==> config.mk <==
export PLATFORM = sky130hd
export DESIGN_NAME = sre_ctrl
export DESIGN_NICKNAME = d
export VERILOG_FILES = /design/src/rtl/sre_pkg.sv /design/src/rtl/sre_ctrl.sv
export SDC_FILE = /design/constraint.sdc
export NUM_CORES = 1
export LEC_CHECK = 0
export BUFFER_PORTS_ARGS = -buffer_cell sky130_fd_sc_hd__buf_2
export CORE_AREA = 3 3 40 42
export DETAILED_ROUTE_END_ITERATION = 10
export DIE_AREA = 0 0 43 45
export GPL_TIMING_DRIVEN = 0
export PLACE_DENSITY = 0.54
export SLEW_MARGIN = 20
export SYNTH_ARGS = -nofsm -noshare
export SYNTH_HDL_FRONTEND = slang
export SYNTH_SLANG_ARGS = --single-unit
export TNS_END_PERCENT = 100
==> constraint.sdc <==
create_clock -name i_clk -period 2.33 [get_ports i_clk]
set_input_delay 0.233 -clock i_clk [delete_from_list [all_inputs] [get_ports i_clk]]
set_output_delay 0.233 -clock i_clk [all_outputs]
set_load 0.01 [all_outputs]
==> src/rtl/sre_pkg.sv <==
`timescale 1ns / 1ps
`default_nettype none

package sre_pkg;

    localparam int MAX_LEN = 1024;
    localparam int CNT_W   = $clog2(MAX_LEN + 1);
    localparam int ADDR_W  = (MAX_LEN > 1) ? $clog2(MAX_LEN) : 1;

    localparam logic [7:0] CH_TAB    = 8'd9;
    localparam logic [7:0] CH_LF     = 8'd10;
    localparam logic [7:0] CH_CR     = 8'd13;
    localparam logic [7:0] CH_SPACE  = 8'd32;
    localparam logic [7:0] CH_DQ     = 8'd34;
    localparam logic [7:0] CH_SQ     = 8'd39;
    localparam logic [7:0] CH_ZERO   = 8'd48;
    localparam logic [7:0] CH_BSL    = 8'd92;
    localparam logic [7:0] CH_N      = 8'd110;
    localparam logic [7:0] CH_R      = 8'd114;
    localparam logic [7:0] CH_T      = 8'd116;
    localparam logic [7:0] CH_X      = 8'd120;
    localparam logic [7:0] CH_DEL    = 8'd127;
    // 'a' minus ten
    localparam logic [7:0] HEX_A_OFS = 8'd87;

    typedef enum logic [1:0] {
        MODE_LOAD = 2'd0,
        MODE_END  = 2'd1,
        MODE_PULL = 2'd2,
        MODE_NONE = 2'd3
    } t_mode;

    typedef enum logic [1:0] {
        OUT_EMPTY,
        OUT_QUOTE,
        OUT_CLOSE,
        OUT_ESC
    } t_out_sel;

    typedef struct packed {
        logic     clear;
        logic     load;
        logic     start_emit;
        logic     rd_en;
        logic     emit_inc;
        logic     out_write;
        t_out_sel out_sel;
    } t_dp_cmd;

    typedef struct packed {
        logic emit_lt_count;
        logic out_free;
    } t_dp_sts;

    typedef struct packed {
        logic [31:0] chars;
        logic [2:0]  len;
    } t_esc;

    function automatic logic [7:0] hex_digit(input logic [3:0] n);
        logic [7:0] w;
        w = {4'd0, n};
        return (n < 4'd10) ? (CH_ZERO + w) : (HEX_A_OFS + w);
    endfunction

    function automatic t_esc escape_byte(input logic [7:0] c, input logic [7:0] q);
        t_esc e;
        e.chars = '0;
        e.len   = 3'd2;
        if (c == CH_BSL) begin
            e.chars = {16'd0, CH_BSL, CH_BSL};
        end else if (c == q) begin
            e.chars = {16'd0, q, CH_BSL};
        end else if (c == CH_TAB) begin
            e.chars = {16'd0, CH_T, CH_BSL};
        end else if (c == CH_LF) begin
            e.chars = {16'd0, CH_N, CH_BSL};
        end else if (c == CH_CR) begin
            e.chars = {16'd0, CH_R, CH_BSL};
        end else if (c >= CH_SPACE && c < CH_DEL) begin
            e.chars = {24'd0, c};
            e.len   = 3'd1;
        end else begin
            e.chars = {hex_digit(c[3:0]), hex_digit(c[7:4]), CH_X, CH_BSL};
            e.len   = 3'd4;
        end
        return e;
    endfunction

endpackage

`default_nettype wire

==> src/rtl/sre_ctrl.sv <==
`timescale 1ns / 1ps
`default_nettype none

module sre_ctrl (
    input  wire logic             i_clk,
    input  wire logic             i_rst_n,
    input  wire logic             i_in_valid,
    input  wire logic [1:0]       i_mode,
    input  wire sre_pkg::t_dp_sts i_sts,
    output logic                  o_in_stall,
    output sre_pkg::t_dp_cmd      o_cmd
);
    import sre_pkg::*;

    typedef enum logic [2:0] {
        ST_LOADING,
        ST_OPENING,
        ST_BODY,
        ST_BODY_READ,
        ST_DONE
    } t_state;

    t_state r_state, n_state;
    logic   w_accept;
    t_mode  w_mode;

    always_comb begin
        o_in_stall = (r_state == ST_BODY_READ) || !i_sts.out_free;
        w_accept   = i_in_valid && !o_in_stall;
        w_mode     = t_mode'(i_mode);
        o_cmd      = '0;
        n_state    = r_state;
        if (r_state == ST_BODY_READ) begin
            // read data is registered; emit once the output register is free
            if (i_sts.out_free) begin
                o_cmd.out_write = 1'b1;
                o_cmd.out_sel   = OUT_ESC;
                o_cmd.emit_inc  = 1'b1;
                n_state         = ST_BODY;
            end
        end else if (w_accept) begin
            unique case (w_mode)
                MODE_LOAD: begin
                    if (r_state == ST_DONE) begin
                        o_cmd.clear = 1'b1;
                        o_cmd.load  = 1'b1;
                        n_state     = ST_LOADING;
                    end else if (r_state == ST_LOADING) begin
                        o_cmd.load = 1'b1;
                    end
                end
                MODE_END: begin
                    if (r_state == ST_DONE || r_state == ST_LOADING) begin
                        o_cmd.clear      = (r_state == ST_DONE);
                        o_cmd.start_emit = 1'b1;
                        n_state          = ST_OPENING;
                    end
                end
                MODE_PULL: begin
                    unique case (r_state)
                        ST_OPENING: begin
                            o_cmd.out_write = 1'b1;
                            o_cmd.out_sel   = OUT_QUOTE;
                            n_state         = ST_BODY;
                        end
                        ST_BODY: begin
                            if (i_sts.emit_lt_count) begin
                                o_cmd.rd_en = 1'b1;
                                n_state     = ST_BODY_READ;
                            end else begin
                                o_cmd.out_write = 1'b1;
                                o_cmd.out_sel   = OUT_CLOSE;
                                n_state         = ST_DONE;
                            end
                        end
                        default: begin
                            o_cmd.out_write = 1'b1;
                            o_cmd.out_sel   = OUT_EMPTY;
                        end
                    endcase
                end
                default: ;
            endcase
        end
    end

    always_ff @(posedge i_clk) begin
        if (!i_rst_n) begin
            r_state <= ST_LOADING;
        end else begin
            r_state <= n_state;
        end
    end

    a_read_from_body: assert property (@(posedge i_clk) disable iff (!i_rst_n)
        r_state == ST_BODY_READ |-> $past(r_state) == ST_BODY || $past(r_state) == ST_BODY_READ)
        else $error("body read entered from wrong phase");

    a_write_when_free: assert property (@(posedge i_clk) disable iff (!i_rst_n)
        o_cmd.out_write |-> i_sts.out_free)
        else $error("output written while occupied");

endmodule

`default_nettype wire

## Yosys cells after proc, flatten, opt, wreduce, memory -nomap -nowiden

Cells that the tools add are included.

- Flip-flop bits (word level): 3
- Bits of input ports: 7
- Word-level logic and storage cells: 49

- Equality and inequality tests: 10
- Multiplexer cells: 28
- Reduce and logical (&&, ||, !) cells: 10

Operator list:

| kind | count |
|---|---|
| $mux 3 | 10 |
| $mux 4 | 3 |
| $pmux 3 s2 | 2 |
| $mux 1 | 11 |
| $pmux 3 s3 | 1 |
| $eq 3x2->1 const B | 2 |
| $ne 3x3->1 const B | 2 |
| $reduce_and 6->1 | 1 |
| $ne 4x3->1 const B | 1 |
| $reduce_bool 4->1 | 1 |
| $eq 3x1->1 const B | 1 |
| $eq 3x3->1 const B | 1 |
| $logic_not 3->1 | 1 |
| $eq 2x1->1 const B | 1 |
| $eq 2x2->1 const B | 1 |
| $logic_not 1->1 | 2 |
| $logic_not 2->1 | 1 |
| $logic_or 1x1->1 | 2 |
| $ne 2x2->1 const B | 1 |
| $pmux 1 s2 | 1 |
| $reduce_bool 2->1 | 1 |
| $logic_and 1x1->1 | 1 |

## Depth between registers and ports, before layout

- Depth in word-level cells: 6
- Depth in mapped cells: 6
- Gate-level depth less buffers: 6

## Least setup slack after synthesis

Ideal clock, no wire load.

- Path type: register to output
- Start point: register r_state[2]
- End point: output port o_cmd[2] (netlist bit)
- Arrival: 1.147 ns
- Path slack: 0.950 ns
- Stages on the path, launching flop included: 4
- Buffers on the path: 0
- Path through: dfxtp_1 and2b_2 a21o_2 a21boi_0

RTL lines:

| what | RTL line | source |
|---|---|---|
| start: declaration | sre_ctrl.sv:23 | `t_state r_state, n_state;` |
| start signal: assignment | sre_ctrl.sv:91 | `r_state <= n_state;` |
| end: declaration | sre_ctrl.sv:11 | `output sre_pkg::t_dp_cmd o_cmd` |

==> impl_metrics.ini <==
[status]
status = completed

[floorplan]
row_count = 13
core_area_sq_mm = 0.00128
pin_count = 16
start_util = 0.295
die_h_um = 45
dieArea_sq_mm = 0.00194
die_w_um = 43

[pwr]
power_density_mw_per_mm2 = 359
p_leak_nw = 0.263
peakVddDrop_mv = 0.128

[cells_and_area]
syn_to_final_growth_pct = 31.7
largest_register_ffs = 3
top_register = r_state
drive_gt1_frac = 0.324
fin_area_sq_um = 499
final_nets = 82
num_antenna_cells = 0
top_regs = r_state (3)

[flow_run]
cap_violations = 0

[global_route]
grt_max_degree = 11
grt_pass1_vias = 412
overflow = 0
antenna_found_initial = 0
grt_first_pass_wirelength_mm = 1.69
grtUsageTotal = 0.110

[placement]
placed_area_sq_um = 473
gp_congestion = 0.816
port_buffers = 15
dp_hpwl_um = 736
place_ws_ns = 0.820

[worst_setup_path]
worstPathRequired_ns = 2.10
critPathSlowestCell = dfxtp_1
critPathMaxStageDelay_ns = 0.48
rr_startpoint = r_state[2]$_SDFFE_PN0P_
worstPathArrival_ns = 1.51
ff2ff_path_depth = 4
cp-end-kind = output port
worstReg2RegEnd = r_state[1]$_SDFFE_PN0P_
crit_path_start = r_state[2]$_SDFFE_PN0P_
r2r_slack_ns = 0.92
path_max_fanout = 8
crit_type = flip-flop to output port
critPathLaunchType = flip-flop
path_cells = and2b_2 > a21o_2 > a21boi_0 > buf_2

[worst_hold_path]
whs_path_depth = 3
hp-class = input port to flip-flop
min_from = i_rst_n
whs_endpoint = r_state[1]$_SDFFE_PN0P_

[routing]
drc = 0
viasPerCell = 5.22
wl_per_cell_um = 11.4
drt-initial-drc-count = 6
vias = 449
ant_nets = 0
routed_wl_um = 982
firstDrtPassIters = 3

[logic_synthesis]
synth_top_flop_cell = dfxtp_1
synth.yosys.seq_area_share = 0.158
synth_edf_count = 0
synth_nets = 62
yosysWarnings = 0
synth-async-reset-ratio = 0
syn_inst = 52
syn_area_sq_um = 379
syn_area_per_cell_sq_um = 7.29
ys_ff_latch = 3
yosysUniqueCellTypes = 27

[clock_tree]
cts_made_buffers = 3
cts_tree = yes
clock-root-buffer = clkbuf_4
post_cts_buffers = 0
cts_resized = 0
path_clk_slew_ns = 0.04
cts_max_level = 1
clock_latency_ns = 0.23
cts_sinks = 3
postCtsHoldBufs = 0
cts_max_path_buffers = 2

[sta]
max_slew_margin = 0.798
worstMarginPinSlew_ns = 0.298
finalWorstSetupSlack_ns = 0.585
timing.final.crit_share = 0.749
rsz0062_at_grt = false
fmax_mhz = 573
finalHoldViolations = 0
slew_viol_final = 0
setup_violations = 0
period_minus_slack_ns = 1.74
fin_setup_tns_ns = 0
finClkSkew_ns = 0.00236
==> final cells by class <==
cell class                      instances  area, sq um
Multi-Input combinational cell         44          299
Timing Repair Buffer                   15         75.1
Inverter                                4         15.0
Fill cell                             150          786
Buffer                                  1         5.00
Tap cell                               15         18.8
Sequential cell                         3         60.1
Clock buffer                            4         26.3
==> power by group <==
| part | leakage, nW | internal [mW] | switching (mW) |
|---|---|---|---|
| clock | 0.0150 | 0.0641 | 0.0261 |
| sequential | 0.0242 | 0.0519 | 0.000427 |
| combinational | 0.223 | 0.0151 | 0.0216 |
==> worst max path at each step <==
stage / end / depth (start not counted)
6_report: o_cmd[2] / 4
5_1_grt: o_cmd[2] / 4
4_1_cts: o_cmd[2] / 4
3_5_place_dp: r_state[1]$_SDFFE_PN0P_ / 7
3_3_place_gp: r_state[1]$_SDFFE_PN0P_ / 7
2_1_floorplan: o_cmd[2] / 3
==> routing by layer <==
metal | vias up | track usage | part of all wire
met1 | 215 | 0.144 | 0.44
met4 | 0 | 0.0422 | 0
li1 | 229 | - | -
met3 | 0 | 0 | 0.022
met5 | - | 0 | 0
met2 | 5 | 0.195 | 0.53
==> metrics by stage <==
step / util / std cells / hold slack, ns / total power [mW]
after floorplan: - / 52 / 0.372 / 0.0742
after global placement: 0.368 / 82 / 0.539 / 0.0895
after detailed placement: 0.368 / 82 / 0.549 / 0.0897
after CTS: 0.389 / 86 / 0.308 / 0.182
after global routing: 0.389 / 86 / 0.336 / 0.187
final: 0.389 / 86 / 0.311 / 0.179
==> cells in the mapped netlist, drive strengths merged (2+ instances only) <==
master | number | area share
ha | 3 | 0.099
and2 | 2 | 0.033
o21ai | 2 | 0.026
mux2i | 4 | 0.11
inv | 4 | 0.040
dfxtp | 3 | 0.16
nand2 | 11 | 0.11
a21oi | 2 | 0.026
nor3 | 3 | 0.040
==> critical path: cells and delay by family, from the launching register on <==
| family | cells | cell delay [ns] |
|---|---|---|
| buffers and inverters | 1 | 0.15 |
| AO/OA/AOI/OAI | 2 | 0.36 |
| AND/OR/NAND/NOR | 1 | 0.30 |
| flip-flops | 1 | 0.48 |
==> cells in the final DEF (no fill, tap or decap), types with 2 or more instances in the layout <==
| cell | count |
|---|---|
| clkbuf_4 | 3 |
| inv_1 | 4 |
| mux2i_1 | 4 |
| ha_1 | 3 |
| and2_1 | 2 |
| a21oi_1 | 2 |
| buf_2 | 16 |
| nor3_1 | 3 |
| dfxtp_1 | 3 |
| o21ai_0 | 2 |
| nand2_1 | 11 |
==> kinds of logic after synthesis <==
kind of cell,Yosys count,synth area share
compound gates,11,0.221
flops,3,0.158
buf+inv,5,0.0528
simple gates,26,0.363
fa+ha+maj,3,0.0990
mux,4,0.106
Note: power is estimated with default switching activity, not from simulation.
